### config.mk
export PLATFORM = sky130hd
export DESIGN_NAME = abg_control
export DESIGN_NICKNAME = d
export VERILOG_FILES = /design/src/rtl/abg_pkg.sv /design/src/rtl/abg_control.sv
export SDC_FILE = /design/constraint.sdc
export NUM_CORES = 1
export LEC_CHECK = 0
export BUFFER_PORTS_ARGS = -buffer_cell sky130_fd_sc_hd__buf_2
export CAP_MARGIN = 10
export CORE_ASPECT_RATIO = 1.75
export CORE_UTILIZATION = 43
export CTS_CLUSTER_DIAMETER = 40
export DETAILED_ROUTE_END_ITERATION = 16
export GPL_ROUTABILITY_DRIVEN = 0
export PLACE_DENSITY = 0.74
export SETUP_SLACK_MARGIN = 0.3
export SYNTH_ARGS = -nofsm -noshare
export SYNTH_HDL_FRONTEND = slang
export SYNTH_SLANG_ARGS = --single-unit
### constraint.sdc
create_clock -name clk -period 2.7 [get_ports clk]
set_clock_uncertainty 0.1 [all_clocks]
set_input_delay 0.135 -clock clk [delete_from_list [all_inputs] [get_ports clk]]
set_output_delay 0.135 -clock clk [all_outputs]
set_load 0.005 [all_outputs]
### src/rtl/abg_pkg.sv
`default_nettype none
// ----------------------------------------------------------------------------
// abg_pkg
// Shared types and constants for the adjacent box grouping block.
// ----------------------------------------------------------------------------
package abg_pkg;

	localparam int MAX_BOXES  = 32;
	localparam int COORD_BITS = 16;
	localparam int IDX_BITS   = $clog2(MAX_BOXES);
	localparam int CNT_BITS   = $clog2(MAX_BOXES + 1);
	localparam int SIZE_BITS  = COORD_BITS - 1;
	localparam int EDGE_BITS  = COORD_BITS + 1;
	localparam int GAP_BITS   = COORD_BITS + 2;

	// configuration register indexes
	localparam logic CFG_GAP_X = 1'b0;
	localparam logic CFG_GAP_Y = 1'b1;

	// record kinds
	localparam logic KIND_HEADER = 1'b0;
	localparam logic KIND_MEMBER = 1'b1;

	// datapath commands from the controller
	typedef struct packed {
		logic                store;     // write incoming box at load slot
		logic                clear;     // reset run state
		logic                rd_i;      // read box i into register a
		logic                rd_j;      // read box j into register b
		logic                test;      // evaluate link of a, b
		logic                find_i;    // step root search from i
		logic                link;      // parent[ri] = rj
		logic                slot_upd;  // finish group pass for box i
		logic [IDX_BITS-1:0] i;
		logic [IDX_BITS-1:0] j;
	} abg_cmd_t;

	typedef struct packed {
		logic                linked;    // last test result
		logic                find_done; // root search finished
		logic [IDX_BITS-1:0] root;
		logic [CNT_BITS-1:0] ngroups;
	} abg_sts_t;

endpackage
`default_nettype wire

### src/rtl/abg_control.sv
`default_nettype none
// ----------------------------------------------------------------------------
// abg_control
// Sequencer for load, pair linking, group pass and record output.
// ----------------------------------------------------------------------------
module abg_control (
	input  wire                          clk,
	input  wire                          arst_n,
	input  wire                          in_fire,
	input  wire                          in_last,
	output logic                         in_ready,
	output abg_pkg::abg_cmd_t            cmd,
	input  wire abg_pkg::abg_sts_t       sts,
	output logic [abg_pkg::IDX_BITS-1:0] wr_idx,
	output logic                         ovf,
	output logic [abg_pkg::IDX_BITS-1:0] out_grp,
	output logic [abg_pkg::IDX_BITS-1:0] out_mem,
	input  wire  [abg_pkg::IDX_BITS-1:0] mem_group,
	input  wire  [abg_pkg::CNT_BITS-1:0] grp_count,
	output logic                         rec_valid,
	output logic                         rec_kind,
	output logic                         rec_last,
	input  wire                          rec_stall
);
	localparam int IB = abg_pkg::IDX_BITS;
	localparam int NB = abg_pkg::CNT_BITS;

	localparam logic [3:0] ST_LOAD  = 4'd0;
	localparam logic [3:0] ST_RD    = 4'd1;
	localparam logic [3:0] ST_TEST  = 4'd2;
	localparam logic [3:0] ST_CHK   = 4'd3;
	localparam logic [3:0] ST_FI    = 4'd4;
	localparam logic [3:0] ST_FJ    = 4'd5;
	localparam logic [3:0] ST_NEXT  = 4'd6;
	localparam logic [3:0] ST_GRD   = 4'd7;
	localparam logic [3:0] ST_GFIND = 4'd8;
	localparam logic [3:0] ST_GUPD  = 4'd9;
	localparam logic [3:0] ST_HDR   = 4'd10;
	localparam logic [3:0] ST_MEM   = 4'd11;
	localparam logic [3:0] ST_CLR   = 4'd12;

	logic [3:0]    state_q;
	logic [NB-1:0] n_q;
	logic [IB-1:0] i_q, j_q, ri_q, g_q, m_q;
	logic          ovf_q;

	// last member of a group: scan ahead is avoided by counting members
	logic [NB-1:0] left_q;

	assign wr_idx  = n_q[IB-1:0];
	assign ovf     = ovf_q;
	assign out_grp = g_q;
	assign out_mem = m_q;
	assign in_ready = (state_q == ST_LOAD);

	always_comb begin
		cmd = '0;
		cmd.i = i_q;
		cmd.j = j_q;
		cmd.store = in_fire && (n_q < NB'(abg_pkg::MAX_BOXES));
		case (state_q)
			ST_RD:    begin cmd.rd_i = 1'b1; cmd.rd_j = 1'b1; end
			ST_TEST:  cmd.test = 1'b1;
			ST_FI:    cmd.find_i = 1'b1;
			ST_FJ:    begin cmd.find_i = 1'b1; cmd.i = j_q;
				cmd.j = ri_q; cmd.link = sts.find_done; end
			ST_GRD:   cmd.rd_i = 1'b1;
			ST_GFIND: cmd.find_i = 1'b1;
			ST_GUPD:  cmd.slot_upd = 1'b1;
			ST_CLR:   cmd.clear = 1'b1;
			default:  ;
		endcase
	end

	// member records of current group
	logic is_mem;
	assign is_mem = (mem_group == g_q);
	assign rec_valid = (state_q == ST_HDR) || (state_q == ST_MEM && is_mem);
	assign rec_kind  = (state_q == ST_MEM) ? abg_pkg::KIND_MEMBER : abg_pkg::KIND_HEADER;
	assign rec_last  = (state_q == ST_MEM) && (left_q == NB'(1))
		&& (NB'(g_q) + 1'b1 == sts.ngroups);

	always_ff @(posedge clk or negedge arst_n) begin
		if (!arst_n) begin
			state_q <= ST_LOAD;
			n_q <= '0; i_q <= '0; j_q <= '0; ri_q <= '0;
			g_q <= '0; m_q <= '0; ovf_q <= 1'b0; left_q <= '0;
		end else begin
			case (state_q)
				ST_LOAD: if (in_fire) begin
					if (n_q < NB'(abg_pkg::MAX_BOXES)) n_q <= n_q + 1'b1;
					else ovf_q <= 1'b1;
					if (in_last) begin
						i_q <= '0; j_q <= IB'(1);
						// a single stored box has no pairs to check
						state_q <= (n_q != '0) ? ST_RD : ST_GRD;
					end
				end
				ST_RD:   state_q <= ST_TEST;
				ST_TEST: state_q <= ST_CHK;
				ST_CHK:  state_q <= sts.linked ? ST_FI : ST_NEXT;
				ST_FI:   if (sts.find_done) begin ri_q <= sts.root; state_q <= ST_FJ; end
				ST_FJ:   if (sts.find_done) state_q <= ST_NEXT;
				ST_NEXT: begin
					if (NB'(j_q) + 1'b1 < n_q) begin
						j_q <= j_q + 1'b1; state_q <= ST_RD;
					end else if (NB'(i_q) + NB'(2) < n_q) begin
						i_q <= i_q + 1'b1; j_q <= i_q + IB'(2); state_q <= ST_RD;
					end else begin
						i_q <= '0; state_q <= ST_GRD;
					end
				end
				ST_GRD:   state_q <= ST_GFIND;
				ST_GFIND: if (sts.find_done) state_q <= ST_GUPD;
				ST_GUPD: begin
					if (NB'(i_q) + 1'b1 < n_q) begin
						i_q <= i_q + 1'b1; state_q <= ST_GRD;
					end else begin
						g_q <= '0; state_q <= ST_HDR;
					end
				end
				ST_HDR: if (!rec_stall) begin
					m_q <= '0; left_q <= grp_count; state_q <= ST_MEM;
				end
				ST_MEM: if (!(is_mem && rec_stall)) begin
					if (is_mem) left_q <= left_q - 1'b1;
					if (NB'(m_q) + 1'b1 < n_q) m_q <= m_q + 1'b1;
					else if (NB'(g_q) + 1'b1 < sts.ngroups) begin
						g_q <= g_q + 1'b1; state_q <= ST_HDR;
					end else state_q <= ST_CLR;
				end
				ST_CLR: begin
					n_q <= '0; ovf_q <= 1'b0; i_q <= '0; state_q <= ST_LOAD;
				end
				default: state_q <= ST_LOAD;
			endcase
		end
	end
endmodule
`default_nettype wire
Word level (Yosys, flattened, before mapping)
Cells that the tools add are included.

$lt $le $gt $ge: 6. Equality and inequality tests: 32. Add/sub/neg operators: 12. Reduce and logical (&&, ||, !) cells: 24. Multiplexer cells: 54.

Operators by type and width (number): $mux W5 (16); $pmux W4 S12 (1); $mux W4 (9); $lt A6 B6 Y1 (5); $mux W6 (5); $pmux W5 S2 (3); $ne A2 B2 Y1 const B (13); $add A5 B1 Y6 const B (4); $pmux W6 S2 (2); $add A5 B1 Y5 const B (4); $eq A4 B4 Y1 const B (5); $pmux W5 S4 (1); $eq A4 B3 Y1 const B (4); $mux W3 (4); $reduce_and A4 Y1 (3); $mux W1 (10); $mux W10 (1); $reduce_and A5 Y1 (2); $eq A4 B2 Y1 const B (2); $reduce_and A8 Y1 (1); $reduce_bool A2 Y1 (4); $add A5 B2 Y6 const B (1); $add A6 B1 Y6 const B (1); $eq A6 B1 Y1 const B (1); other kinds (19) (26).

Input bits: 29. Word-level logic and storage cells: 137. Output and inout port bits: 38. Bits in registers: 42.

Depth between registers and ports, before layout
Gate-level depths: netlist (run 1).

Depth after elaboration: 6. Gate-level depth with buffers: 10.

Worst setup path before layout (run 1)
Ideal clock, no wire load.

Path kind: register to register. From: reg i_q[1]. To: reg g_q[0], in the netlist out_grp[0]. Arrival: 2587 ps. Stages on the path, launching flop included: 11. Path slack: -112 ps. Cells stage by stage: dfrtp_1 -> ha_1 -> and3_1 -> and2_1 -> ha_1 -> and4_1 -> o21a_1 -> nor4_4 -> nand2b_4 -> nor4_4 -> mux2_4.

Cells in the longest elaborated chain, start to end: 4.

RTL lines: start, declared (RTL line abg_control.sv:44) `logic [IB-1:0] i_q, j_q, ri_q, g_q, m_q;`; start signal, assigned (RTL line abg_control.sv:86) `n_q <= '0; i_q <= '0; j_q <= '0; ri_q <= '0;`; start signal, assigned (RTL line abg_control.sv:94) `i_q <= '0; j_q <= IB'(1);`; start signal, assigned (RTL line abg_control.sv:108) `i_q <= i_q + 1'b1; j_q <= i_q + IB'(2); state_q <= ST_RD;`; $add A5 B1 Y6 (RTL line abg_control.sv:116) `if (NB'(i_q) + 1'b1 < n_q) begin`; $lt A6 B6 Y1 (RTL line abg_control.sv:116); $ne A2 B2 Y1 (no line); $reduce_and A5 Y1 (no line); end signal, assigned (RTL line abg_control.sv:87) `g_q <= '0; m_q <= '0; ovf_q <= 1'b0; left_q <= '0;`; end signal, assigned (RTL line abg_control.sv:119) `g_q <= '0; state_q <= ST_HDR;`; end signal, assigned (RTL line abg_control.sv:129) `g_q <= g_q + 1'b1; state_q <= ST_HDR;`; end, declared (RTL line abg_control.sv:44).

No other way between the ends. A chain may end at the register's enable or synchronous reset.

Worst setup path after layout (run 1)
From: reg i_q[1]. To: reg g_q[1], in the netlist out_grp[1].

Same word-level chain as after synthesis.

==> results of run 1 <==
kinds of logic (layout without fill, tap and decap cells):
family	Yosys count	after routing	synth area share
AND/OR/NAND/NOR	135	135	0.217
buffers and inverters	49	156	0.0658
XOR/XNOR	24	24	0.0601
AO/OA/AOI/OAI	83	83	0.160
flip-flops	42	42	0.300
adder cells (fa/ha/maj)	35	35	0.125
multiplexers	23	23	0.0722
placed cells by master (no fill, tap or decap), drive strengths merged, types with 5 or more instances in the layout:
master	n
ha	35
mux2	15
nand3	15
buf	110
mux2i	8
nor2	25
nand2b	13
nor3	6
o21ai	29
clkbuf	7
a31oi	6
xor2	7
xnor2	17
inv	32
dfrtp	42
dlygate4sd3	6
a21o	5
nand2	42
a21oi	20
tightest hold or removal path, cell delays in order:
cell	delay, ns
buf_2	0.07
a21oi_1	0.05
o21ai_0	0.13
power by group:
group          switching (mW)  internal (mW)  total, mW
Clock                   0.260          0.367      0.627
Combinational            1.43           1.41       2.84
Sequential              0.406          0.890       1.30
Total                    2.10           2.67       4.77
final cells by class:
| class | instances | area, µm² |
|---|---|---|
| Tap cell | 90 | 113 |
| Sequential cell | 42 | 1050 |
| Inverter | 32 | 120 |
| Clock inverter | 1 | 5.00 |
| Fill cell | 647 | 3210 |
| Timing Repair Buffer | 116 | 751 |
| Clock buffer | 7 | 143 |
| Multi-Input combinational cell | 300 | 2510 |
registers in the layout, indices dropped and copies added (netlist names):
name,flops
state_q,4
ovf,1
i_q,5
n_q,6
ri_q,5
j_q,5
out_mem,5
out_grp,5
left_q,6
worst paths after layout:
kind | endpoint | from | depth (start not counted) | slack, ns
max | out_grp[1] | i_q[1] | 11 | 0.06
max in group asynchronous | j_q[2] | arst_n | 2 | 1.36
min reg2reg | ri_q[3] | ri_q[3] | 1 | 0.41
max reg2reg | out_grp[1] | i_q[1] | 11 | 0.06
min | left_q[1] | grp_count[1] | 3 | 0.03
min in group asynchronous | out_grp[3] | arst_n | 2 | 0.45
per-layer routing:
metal  vias to the layer above  GRT usage  share of wire
met3                        34     0.0399          0.046
met5                         -          0              0
met4                         0      0.119          0.041
met2                       133      0.450           0.55
li1                       1586          -              -
met1                      1563      0.233           0.37
per-stage QoR:
step,power (mW),instances
floorplan,2.92,391
global placement,3.57,550
detailed placement,3.67,550
finish,4.77,588
global route,5.15,588
CTS,4.61,579
timing repair:
| item | 4_1_cts | 5_1_grt |
|---|---|---|
| buffers inserted | 15 | 9 |
| endpoints found under the hold margin | 47 | 0 |
| endpoints found under the setup margin | 23 | 23 |
| resized for setup | 41 | 14 |
| hold buffers | 6 | 0 |
| pin swaps | 19 | 4 |
==> metrics.txt, run 1 <==
# TYPE chip_impl_metric gauge
chip_impl_info{name="post-synth-top-area-cell",value="dfrtp_1"} 1
chip_impl_metric{name="remaining_drc_errors",unit=""} 0
chip_impl_metric{name="placement.io_buffers",unit=""} 66
chip_impl_metric{name="yosys_register_bits",unit=""} 42
chip_impl_info{name="critical-path-top-delay-family",value="simple AND/OR/NAND/NOR gates"} 1
chip_impl_info{name="hold_class",value="primary input to register"} 1
chip_impl_metric{name="fin_crit",unit="ns"} 2.64
chip_impl_metric{name="dp.final_hpwl",unit="µm"} 7070
chip_impl_metric{name="dr.first_iter.drc_count",unit=""} 171
chip_impl_metric{name="totalWireLength",unit="µm"} 9790
chip_impl_metric{name="layout.nets",unit=""} 561
chip_impl_metric{name="finalInstanceArea",unit="µm²"} 4690
chip_impl_metric{name="max-slew-margin-rel",unit=""} 0.327
chip_impl_metric{name="cts_buffers",unit=""} 5
chip_impl_metric{name="grt_start_max_net_pins",unit=""} 43
chip_impl_metric{name="grtUsageTotal",unit=""} 0.233
chip_impl_metric{name="cts-root-to-sink-buffers",unit=""} 2
chip_impl_info{name="critical_path_startpoint_category",value="register"} 1
chip_impl_metric{name="num_antenna_cells",unit=""} 0
chip_impl_metric{name="final_core_utilization",unit=""} 0.594
chip_impl_metric{name="yosysWarnings",unit=""} 0
chip_impl_metric{name="cell_count_after_synthesis",unit=""} 391
chip_impl_metric{name="fp.dieArea",unit="µm²"} 8520
chip_impl_metric{name="timing.critical_path.slowest_cell_delay",unit="ns"} 0.46
chip_impl_info{name="ys_top_cells_by_count",value="dfrtp_1, nand2_1, ha_1"} 1
chip_impl_metric{name="ios",unit=""} 67
chip_impl_metric{name="synthArstFlopShare",unit=""} 1.00
chip_impl_metric{name="critical_path.max_fanout",unit=""} 4
chip_impl_metric{name="hold_violations_final",unit=""} 0
chip_impl_metric{name="tightest_slew",unit="ns"} 1.01
chip_impl_info{name="timing.critical_path.cells",value="ha_4 -> and3_4 -> and2_4 -> ha_4 -> and4_1 -> o21a_1 -> nor4_4 -> nand2b_4 -> nor4_4 -> buf_4 -> mux2i_1"} 1
chip_impl_metric{name="die_w",unit="µm"} 70.2
chip_impl_metric{name="die_y",unit="µm"} 121
chip_impl_info{name="timing.setup.critical_path_class",value="register to register"} 1
chip_impl_metric{name="grt_pass1_wl",unit="µm"} 15600
chip_impl_metric{name="drt-wirelength-per-cell",unit="µm"} 16.6
chip_impl_metric{name="finalSetupViolCount",unit=""} 0
chip_impl_metric{name="post-route-period-util",unit=""} 0.979
chip_impl_metric{name="cp.buffers_inverters",unit=""} 1
chip_impl_metric{name="synthDominantCellAreaShare",unit=""} 0.300
chip_impl_info{name="crit_slowest_cell",value="dfrtp_2"} 1
chip_impl_metric{name="number_of_max_cap_violations",unit=""} 0
chip_impl_metric{name="initial_antenna_violation_count",unit=""} 0
chip_impl_metric{name="drt_pre_antenna_iters",unit=""} 4
chip_impl_metric{name="post-route-worst-setup-slack",unit="ns"} 0.0557
chip_impl_metric{name="ir_drop",unit="mV"} 0.638
chip_impl_metric{name="layout-drive-gt1-share",unit=""} 0.371
chip_impl_metric{name="clk_pin_slew_worst_paths",unit="ns"} 0.06
chip_impl_metric{name="synthDistinctLibCells",unit=""} 65
chip_impl_metric{name="insertion_delay",unit="ns"} 0.29
chip_impl_metric{name="synth-seq-area-share",unit=""} 0.300
chip_impl_metric{name="floorplan.core_area",unit="µm²"} 7910
chip_impl_metric{name="detailroute.via_count",unit=""} 3316
chip_impl_metric{name="synth_edf_count",unit=""} 0
chip_impl_metric{name="clock-sinks",unit=""} 42
chip_impl_metric{name="rows",unit=""} 43
chip_impl_metric{name="hold_ws",unit="ns"} 0.0263
chip_impl_metric{name="detail_route_antenna_nets",unit=""} 0
chip_impl_metric{name="vias_in_the_first_global_route",unit=""} 3357
chip_impl_info{name="postSynth.topFlopCell",value="dfrtp_1"} 1
chip_impl_info{name="cts_tree",value="built"} 1
chip_impl_metric{name="synth_fp_nets",unit=""} 455
chip_impl_metric{name="p_leak",unit="nW"} 2.29
chip_impl_info{name="synthTopCellsByArea",value="dfrtp_1, ha_1, nand2_1"} 1
chip_impl_metric{name="synth.avg_cell_area",unit="µm²"} 8.95
chip_impl_metric{name="synthesis.area",unit="µm²"} 3500
chip_impl_metric{name="critPathArrivalTime",unit="ns"} 2.76
chip_impl_info{name="clock-root-buffer",value="clkbuf_16"} 1
chip_impl_info{name="status",value="complete, no violations"} 1
chip_impl_metric{name="globalRoute.totalOverflow",unit=""} 0
chip_impl_metric{name="htree_levels",unit=""} 2
chip_impl_metric{name="timing_max_transition_violations_final",unit=""} 0
chip_impl_metric{name="fmax",unit="GHz"} 0.378
chip_impl_metric{name="final.setup.tns",unit="ns"} 0
chip_impl_metric{name="dpl_worst_slack",unit="ns"} -0.0114
chip_impl_metric{name="pwr_density_cell",unit="nW/µm²"} 1020
chip_impl_metric{name="viasPerCell",unit=""} 5.64
chip_impl_metric{name="area.growth.synth_to_final",unit="%"} 34.1
chip_impl_metric{name="floorplan.initialDensity",unit=""} 0.442
chip_impl_info{name="unrepaired_setup_endpoints_after_global_routing",value="yes"} 1
chip_impl_metric{name="placedInstanceArea",unit="µm²"} 4030
chip_impl_metric{name="cp_data_required_time",unit="ns"} 2.82
chip_impl_info{name="setup.worst_path.end_class",value="register"} 1
Note: power is estimated with default switching activity, not from simulation.
==> run 2: changes to the inputs <==
--- a/config.mk
+++ b/config.mk
@@ -5,15 +5,18 @@
 export SDC_FILE = /design/constraint.sdc
 export NUM_CORES = 1
 export LEC_CHECK = 0
+export ABC_AREA = 1
 export BUFFER_PORTS_ARGS = -buffer_cell sky130_fd_sc_hd__buf_2
 export CAP_MARGIN = 10
 export CORE_ASPECT_RATIO = 1.75
 export CORE_UTILIZATION = 43
+export CTS_BUF_LIST = sky130_fd_sc_hd__clkbuf_2 sky130_fd_sc_hd__clkbuf_4 sky130_fd_sc_hd__clkbuf_8
 export CTS_CLUSTER_DIAMETER = 40
 export DETAILED_ROUTE_END_ITERATION = 16
 export GPL_ROUTABILITY_DRIVEN = 0
 export PLACE_DENSITY = 0.74
 export SETUP_SLACK_MARGIN = 0.3
+export SKIP_CTS_REPAIR_TIMING = 1
 export SYNTH_ARGS = -nofsm -noshare
 export SYNTH_HDL_FRONTEND = slang
 export SYNTH_SLANG_ARGS = --single-unit
==> run 2 against run 1 <==
  * Sequential power decreased by 24%
  * Critical path type unchanged
  * Clock power decreased by 29%
  * Setup slack improved by 0.27 ns
  * Register-to-register slack improved by 0.27 ns
  * First-iteration DRC count decreased by 12%
  * Utilization decreased by 2.3 points
==> metrics.txt, run 2 <==
# TYPE chip_impl_metric gauge
chip_impl_metric{name="gr-usage-met1",unit=""} 0.224
chip_impl_metric{name="clk_pin_slew_worst_paths",unit="ns"} 0.09
chip_impl_metric{name="final.setup.tns",unit="ns"} 0
chip_impl_metric{name="place.detailed.instances",unit=""} 707
chip_impl_metric{name="synth_fp_nets",unit=""} 597
chip_impl_metric{name="finalInstanceArea",unit="µm²"} 4750
chip_impl_metric{name="fin_crit",unit="ns"} 2.37
chip_impl_metric{name="totalWireLength",unit="µm"} 10200
chip_impl_metric{name="layout-drive-gt1-share",unit=""} 0.317
chip_impl_info{name="timing.critical_path.cells",value="ha_4 -> nor2_4 -> nor3_1 -> a21oi_1 -> inv_2 -> ha_4 -> nand2_1 -> nor2_1 -> nand2_1 -> nand3_2 -> nand2_2 -> nor2_4 -> nand2_4 -> nand2_1 -> nand2_1"} 1
chip_impl_metric{name="fmax",unit="GHz"} 0.422
chip_impl_info{name="synth.most_common_cell",value="nand2_1"} 1
chip_impl_metric{name="drt-wirelength-per-cell",unit="µm"} 13.7
chip_impl_metric{name="initial_antenna_violation_count",unit=""} 0
chip_impl_info{name="postSynth.topFlopCell",value="dfrtp_1"} 1
chip_impl_metric{name="num_antenna_cells",unit=""} 0
chip_impl_metric{name="pwr_density_cell",unit="nW/µm²"} 705
chip_impl_metric{name="critical_path.max_fanout",unit=""} 6
chip_impl_metric{name="regArea",unit="µm²"} 1060
chip_impl_info{name="timing.setup.critical_path_class",value="register to register"} 1
chip_impl_info{name="ys_top_cells_by_count",value="nand2_1, inv_1, nor2_1"} 1
chip_impl_metric{name="synthDistinctLibCells",unit=""} 36
chip_impl_metric{name="detail_route_antenna_nets",unit=""} 0
chip_impl_metric{name="global_routing_met3_resource_utilization",unit=""} 0.0324
chip_impl_metric{name="cp.buffers_inverters",unit=""} 1
chip_impl_info{name="clock-root-buffer",value="clkbuf_8"} 1
chip_impl_info{name="unrepaired_setup_endpoints_after_global_routing",value="yes"} 1
chip_impl_metric{name="viasPerCell",unit=""} 5.14
chip_impl_metric{name="cts-root-to-sink-buffers",unit=""} 2
chip_impl_metric{name="globalRoute.totalOverflow",unit=""} 0
chip_impl_metric{name="cts_buffers",unit=""} 5
chip_impl_metric{name="floorplan.initialDensity",unit=""} 0.445
chip_impl_metric{name="ios",unit=""} 67
chip_impl_info{name="crit_slowest_cell",value="dfrtp_1"} 1
chip_impl_metric{name="tightest_slew",unit="ns"} 0.967
chip_impl_metric{name="multiInputGateArea",unit="µm²"} 2580
chip_impl_metric{name="hold_violations_final",unit=""} 0
chip_impl_metric{name="max-slew-margin-rel",unit=""} 0.355
chip_impl_metric{name="dpl_worst_slack",unit="ns"} 0.196
chip_impl_metric{name="path_depth",unit=""} 15
chip_impl_metric{name="synth-seq-area-share",unit=""} 0.284
chip_impl_info{name="largest_registers",value="left_q x6, n_q x6"} 1
chip_impl_metric{name="use_met2",unit=""} 0.427
chip_impl_metric{name="ir_drop",unit="mV"} 0.522
chip_impl_info{name="globalRoute.busiestLayer",value="met2"} 1
chip_impl_metric{name="synth_edf_count",unit=""} 0
chip_impl_info{name="setup.worst_path.end_class",value="register"} 1
chip_impl_info{name="crit_top_cell",value="nand2_1"} 1
chip_impl_metric{name="grtUsageTotal",unit=""} 0.225
chip_impl_metric{name="layout.cells.non_filler",unit=""} 742
chip_impl_info{name="critical-path-top-delay-family",value="simple AND/OR/NAND/NOR gates"} 1
chip_impl_metric{name="p_leak",unit="nW"} 2.63
chip_impl_metric{name="reg2regPathDepth",unit=""} 15
chip_impl_metric{name="synthArstFlopShare",unit=""} 1.00
chip_impl_metric{name="grt_pass1_wl",unit="µm"} 16000
chip_impl_metric{name="area.growth.synth_to_final",unit="%"} 28.3
chip_impl_metric{name="dr.first_iter.drc_count",unit=""} 151
chip_impl_metric{name="placement.io_buffers",unit=""} 66
chip_impl_metric{name="timing_max_transition_violations_final",unit=""} 0
chip_impl_metric{name="htree_levels",unit=""} 2
chip_impl_metric{name="rows",unit=""} 44
chip_impl_metric{name="yosys_register_bits",unit=""} 42
chip_impl_metric{name="layout.nets",unit=""} 690
chip_impl_metric{name="fp.dieArea",unit="µm²"} 8990
chip_impl_metric{name="detailroute.via_count",unit=""} 3815
chip_impl_metric{name="cell_count_after_synthesis",unit=""} 533
chip_impl_info{name="hold_class",value="primary input to register"} 1
chip_impl_metric{name="total_power",unit="mW"} 3.34
chip_impl_info{name="final_cell_mix",value="nand2_1, inv_1, buf_2"} 1
chip_impl_metric{name="synthesis.area",unit="µm²"} 3700
chip_impl_metric{name="synth.avg_cell_area",unit="µm²"} 6.94
chip_impl_info{name="post-synth-top-area-cell",value="dfrtp_1"} 1
chip_impl_metric{name="die_y",unit="µm"} 125
chip_impl_info{name="critical_path_startpoint_category",value="register"} 1
chip_impl_metric{name="finalSetupViolCount",unit=""} 0
chip_impl_metric{name="floorplan.core_area",unit="µm²"} 8310
chip_impl_metric{name="cp_data_required_time",unit="ns"} 2.80
chip_impl_info{name="status",value="complete, no violations"} 1
chip_impl_metric{name="remaining_drc_errors",unit=""} 0
chip_impl_metric{name="clock-sinks",unit=""} 42
chip_impl_metric{name="dp.final_hpwl",unit="µm"} 7620
chip_impl_metric{name="die_w",unit="µm"} 72.1
chip_impl_metric{name="timing.hold.worst_path_depth",unit=""} 5
chip_impl_metric{name="timing.critical_path.slowest_cell_delay",unit="ns"} 0.44
chip_impl_metric{name="grt_start_max_net_pins",unit=""} 43
chip_impl_metric{name="number_of_max_cap_violations",unit=""} 0
chip_impl_metric{name="fillerInstances",unit=""} 744
chip_impl_info{name="mostFrequentLayoutCell",value="nand2_1"} 1
chip_impl_metric{name="critPathArrivalTime",unit="ns"} 2.47
chip_impl_metric{name="yosysWarnings",unit=""} 0
chip_impl_metric{name="vias_in_the_first_global_route",unit=""} 3599
chip_impl_info{name="cts_tree",value="built"} 1
chip_impl_metric{name="placedInstanceArea",unit="µm²"} 4130
chip_impl_metric{name="drt_pre_antenna_iters",unit=""} 5
chip_impl_metric{name="synthDominantCellAreaShare",unit=""} 0.284
chip_impl_metric{name="post-route-worst-setup-slack",unit="ns"} 0.330
chip_impl_metric{name="insertion_delay",unit="ns"} 0.31
chip_impl_info{name="synthTopCellsByArea",value="dfrtp_1, nand2_1, ha_1"} 1
chip_impl_metric{name="post-route-period-util",unit=""} 0.878
[run 2: cell types whose count changed after synthesis, moves of 6 or more]
| cell | before | now |
|---|---|---|
| nand2_2 | 0 | 7 |
| mux2i_1 | 8 | 0 |
| nand2b_1 | 11 | 0 |
| nor2_1 | 25 | 51 |
| nand2_1 | 42 | 158 |
| inv_1 | 32 | 72 |
| nand4_1 | 3 | 10 |
| nand3_1 | 15 | 36 |
| o21ai_0 | 24 | 18 |
| xnor2_1 | 17 | 0 |
[run 2: power breakdown]
group	total, mW	switching, mW	internal (mW)
clock network	0.444	0.228	0.217
registers	0.984	0.191	0.793
logic	1.92	1.20	0.713
[run 2: cell families (layout without fill, tap and decap cells)]
kind of cell | after synthesis | after routing | share of synthesized area
AND/OR/NAND/NOR | 294 | 295 | 0.365
adder cells (fa/ha/maj) | 35 | 35 | 0.118
multiplexers | 8 | 8 | 0.0244
buffers and inverters | 89 | 182 | 0.100
flip-flops | 42 | 42 | 0.284
XOR/XNOR | 10 | 10 | 0.0237
AO/OA/AOI/OAI | 55 | 55 | 0.0842
[run 2: final timing paths]
check	start	to	slack [ns]
max in group asynchronous	arst_n	j_q[1]	1.41
worst min-delay path	grp_count[0]	left_q[0]	0.06
min in group asynchronous	arst_n	out_mem[4]	0.43
worst max register to register	i_q[1]	out_grp[3]	0.33
worst max-delay path	i_q[1]	out_grp[3]	0.33
worst min register to register	ri_q[4]	ri_q[4]	0.41
[run 2: stage by stage]
stage                      util  hold slack (ns)
after floorplan               -           -0.261
after global placement    0.496            0.232
after detailed placement  0.496            0.242
after CTS                 0.508          -0.0896
after global routing      0.571           0.0872
final                     0.571           0.0623
[run 2: per-layer routing]
metal / vias up / wire length (µm)
li1: 1897 / -
met1: 1762 / 3680
met2: 120 / 5680
met3: 36 / 359
met4: 0 / 486
met5: - / 0
[run 2: worst reg2reg max path, cell delays in order (launching register included)]
cell and delay (ns):
dfrtp_1 0.44, ha_4 0.20, nor2_4 0.11, nor3_1 0.07, a21oi_1 0.15, inv_2 0.07
ha_4 0.27, nand2_1 0.05, nor2_1 0.12, nand2_1 0.10, nand3_2 0.10, nand2_2 0.07
nor2_4 0.19, nand2_4 0.10, nand2_1 0.07, nand2_1 0.05
[run 2: final cells by class]
cell class,instances,area share
clock buffer,7,0.0190
clock inverter,1,0.00105
inverter,79,0.0633
multi-input combinational,403,0.544
sequential,42,0.223
tap,115,0.0303
timing repair buffer,95,0.119
==> run 3: changes to the inputs <==
--- a/config.mk
+++ b/config.mk
@@ -15,6 +15,7 @@
 export DETAILED_ROUTE_END_ITERATION = 16
 export GPL_ROUTABILITY_DRIVEN = 0
 export PLACE_DENSITY = 0.74
+export REMOVE_ABC_BUFFERS = 1
 export SETUP_SLACK_MARGIN = 0.3
 export SKIP_CTS_REPAIR_TIMING = 1
 export SYNTH_ARGS = -nofsm -noshare
==> run 3 against run 2 <==
  * Setup slack got worse by 0.021 ns
  * Global-route usage fell by 0.43 points
  * Critical path depth did not move
  * Power fell by 3.8%
  * Fmax fell by 0.89%
  * Design area fell by 3.2%
  * Highest routed layer unchanged
  * Sequential cell count did not move
  * Clock power fell by 4%
  * Cell count fell by 0.94%
==> metrics.txt, run 3 (synthesis gave the netlist of run 2 again) <==
# TYPE chip_impl_metric gauge
chip_impl_metric{name="dpl_worst_slack",unit="ns"} 0.231
chip_impl_info{name="status",value="complete, no violations"} 1
chip_impl_metric{name="layout-drive-gt1-share",unit=""} 0.287
chip_impl_metric{name="num_antenna_cells",unit=""} 0
chip_impl_metric{name="floorplan.core_area",unit="µm²"} 8310
chip_impl_metric{name="fmax",unit="GHz"} 0.418
chip_impl_info{name="timing.setup.critical_path_class",value="register to register"} 1
chip_impl_metric{name="cts_buffers",unit=""} 5
chip_impl_metric{name="p_int",unit="mW"} 1.66
chip_impl_metric{name="area.growth.synth_to_final",unit="%"} 24.3
chip_impl_info{name="critical_path_startpoint_category",value="register"} 1
chip_impl_metric{name="critPathArrivalTime",unit="ns"} 2.49
chip_impl_metric{name="layout.nets",unit=""} 683
chip_impl_metric{name="fp.dieArea",unit="µm²"} 8990
chip_impl_metric{name="initial_antenna_violation_count",unit=""} 0
chip_impl_metric{name="clock-sinks",unit=""} 42
chip_impl_metric{name="remaining_drc_errors",unit=""} 0
chip_impl_metric{name="die_w",unit="µm"} 72.1
chip_impl_metric{name="cp_data_required_time",unit="ns"} 2.80
chip_impl_metric{name="dp.final_hpwl",unit="µm"} 7680
chip_impl_info{name="timing.critical_path.cells",value="ha_2 -> nand2_2 -> inv_2 -> nand2_2 -> xor2_1 -> inv_1 -> ha_1 -> nand2_1 -> o21bai_2 -> nand3_4 -> nand2_4 -> nor2_4 -> nand2_4 -> nand2_2 -> nand2_1"} 1
chip_impl_metric{name="post-route-worst-setup-slack",unit="ns"} 0.309
chip_impl_metric{name="hold_violations_final",unit=""} 0
chip_impl_metric{name="p_leak",unit="nW"} 2.59
chip_impl_metric{name="finalSetupViolCount",unit=""} 0
chip_impl_metric{name="clk_pin_slew_worst_paths",unit="ns"} 0.09
chip_impl_metric{name="ir_drop",unit="mV"} 0.645
chip_impl_info{name="cts_tree",value="built"} 1
chip_impl_metric{name="rows",unit=""} 44
chip_impl_info{name="setup.worst_path.end_class",value="register"} 1
chip_impl_metric{name="totalWireLength",unit="µm"} 10100
chip_impl_metric{name="viasPerCell",unit=""} 5.19
chip_impl_metric{name="drt-wirelength-per-cell",unit="µm"} 13.7
chip_impl_metric{name="placedInstanceArea",unit="µm²"} 4120
chip_impl_info{name="unrepaired_setup_endpoints_after_global_routing",value="yes"} 1
chip_impl_metric{name="final.setup.tns",unit="ns"} 0
chip_impl_metric{name="max-slew-margin-rel",unit=""} 0.350
chip_impl_metric{name="critical_path.max_fanout",unit=""} 6
chip_impl_metric{name="detail_route_antenna_nets",unit=""} 0
chip_impl_metric{name="drt_pre_antenna_iters",unit=""} 5
chip_impl_info{name="hold_class",value="primary input to register"} 1
chip_impl_metric{name="detailroute.via_count",unit=""} 3812
chip_impl_info{name="largest_registers",value="left_q x6, n_q x6"} 1
chip_impl_metric{name="floorplan.initialDensity",unit=""} 0.445
chip_impl_metric{name="switching_share",unit=""} 0.484
chip_impl_metric{name="share_comb_of_total_power",unit=""} 0.564
chip_impl_metric{name="post-route-period-util",unit=""} 0.885
chip_impl_metric{name="net-switching-power",unit="mW"} 1.56
chip_impl_metric{name="globalRoute.totalOverflow",unit=""} 0
chip_impl_metric{name="tightest_slew",unit="ns"} 0.976
chip_impl_metric{name="cts-root-to-sink-buffers",unit=""} 2
chip_impl_metric{name="timing_max_transition_violations_final",unit=""} 0
chip_impl_metric{name="die_y",unit="µm"} 125
chip_impl_metric{name="grtUsageTotal",unit=""} 0.221
chip_impl_info{name="crit_slowest_cell",value="dfrtp_1"} 1
chip_impl_info{name="final_cell_mix",value="nand2_1, inv_1, buf_2"} 1
chip_impl_metric{name="placement.io_buffers",unit=""} 66
chip_impl_metric{name="fin_crit",unit="ns"} 2.39
chip_impl_metric{name="number_of_max_cap_violations",unit=""} 0
chip_impl_metric{name="vias_in_the_first_global_route",unit=""} 3654
chip_impl_metric{name="share_seq_of_total_power",unit=""} 0.303
chip_impl_metric{name="place.detailed.instances",unit=""} 706
chip_impl_metric{name="grt_start_max_net_pins",unit=""} 43
chip_impl_metric{name="insertion_delay",unit="ns"} 0.31
chip_impl_metric{name="share_clk_of_total_power",unit=""} 0.133
chip_impl_metric{name="fillerInstances",unit=""} 782
chip_impl_metric{name="timing.critical_path.slowest_cell_delay",unit="ns"} 0.43
chip_impl_metric{name="pwr_density_cell",unit="nW/µm²"} 700
chip_impl_metric{name="htree_levels",unit=""} 2
chip_impl_metric{name="dr.first_iter.drc_count",unit=""} 229
chip_impl_metric{name="layout.cells.non_filler",unit=""} 735
chip_impl_info{name="mostFrequentLayoutCell",value="nand2_1"} 1
chip_impl_metric{name="finalInstanceArea",unit="µm²"} 4600
chip_impl_info{name="crit_top_cell",value="nand2_2"} 1
chip_impl_metric{name="total_power",unit="mW"} 3.22
chip_impl_metric{name="ios",unit=""} 67
chip_impl_info{name="clock-root-buffer",value="clkbuf_8"} 1
chip_impl_metric{name="grt_pass1_wl",unit="µm"} 15700
[run 3: worst paths after layout]
path | cells after the start | to | slack, ns | start
setup / recovery | 15 | out_grp[2] | 0.31 | out_mem[1]
hold / removal | 5 | left_q[3] | 0.03 | grp_count[3]
setup reg to reg | 15 | out_grp[2] | 0.31 | out_mem[1]
hold reg to reg | 1 | ri_q[2] | 0.41 | ri_q[2]
max in group asynchronous | 2 | i_q[2] | 1.40 | arst_n
min in group asynchronous | 2 | left_q[3] | 0.42 | arst_n
[run 3: power by group through the flow]
stage          registers (mW)  logic, mW  clock network [mW]
2_1_floorplan           0.944       1.17                   0
3_3_place_gp            0.978       1.59                   0
3_5_place_dp            0.989       1.62                   0
4_1_cts                 0.976       1.63               0.438
5_1_grt                 0.996       2.06               0.461
6_report                0.975       1.81               0.428
[run 3: metrics by stage]
stage / utilization / hold WS, ns
global placement: 0.495 / 0.239
global route: 0.553 / 0.0538
finish: 0.553 / 0.0310
detailed placement: 0.495 / 0.262
floorplan: - / -0.261
CTS: 0.506 / -0.0794
[run 3: critical path: cells and delay by family, from the launching register on]
| family | cells | cell delay [ns] |
|---|---|---|
| fa+ha+maj | 2 | 0.50 |
| simple gates | 9 | 0.74 |
| compound gates | 1 | 0.20 |
| buf+inv | 2 | 0.12 |
| xor+xnor | 1 | 0.19 |
| flops | 1 | 0.43 |
[run 3: area by class of cell]
cell class,count,area (µm²),area share
clock buffers,6,76.3,0.0166
repair buffers,89,522,0.114
flip-flops and latches,42,1060,0.230
well taps,115,144,0.0313
inverters,79,300,0.0653
clock inverters,2,13.8,0.00299
multi-input cells,402,2480,0.540
[run 3: per-layer routing]
layer  share of wire  global-route usage
met1            0.36               0.210
met2            0.56               0.432
met3           0.038              0.0299
met4           0.046               0.116
met5               0                   0
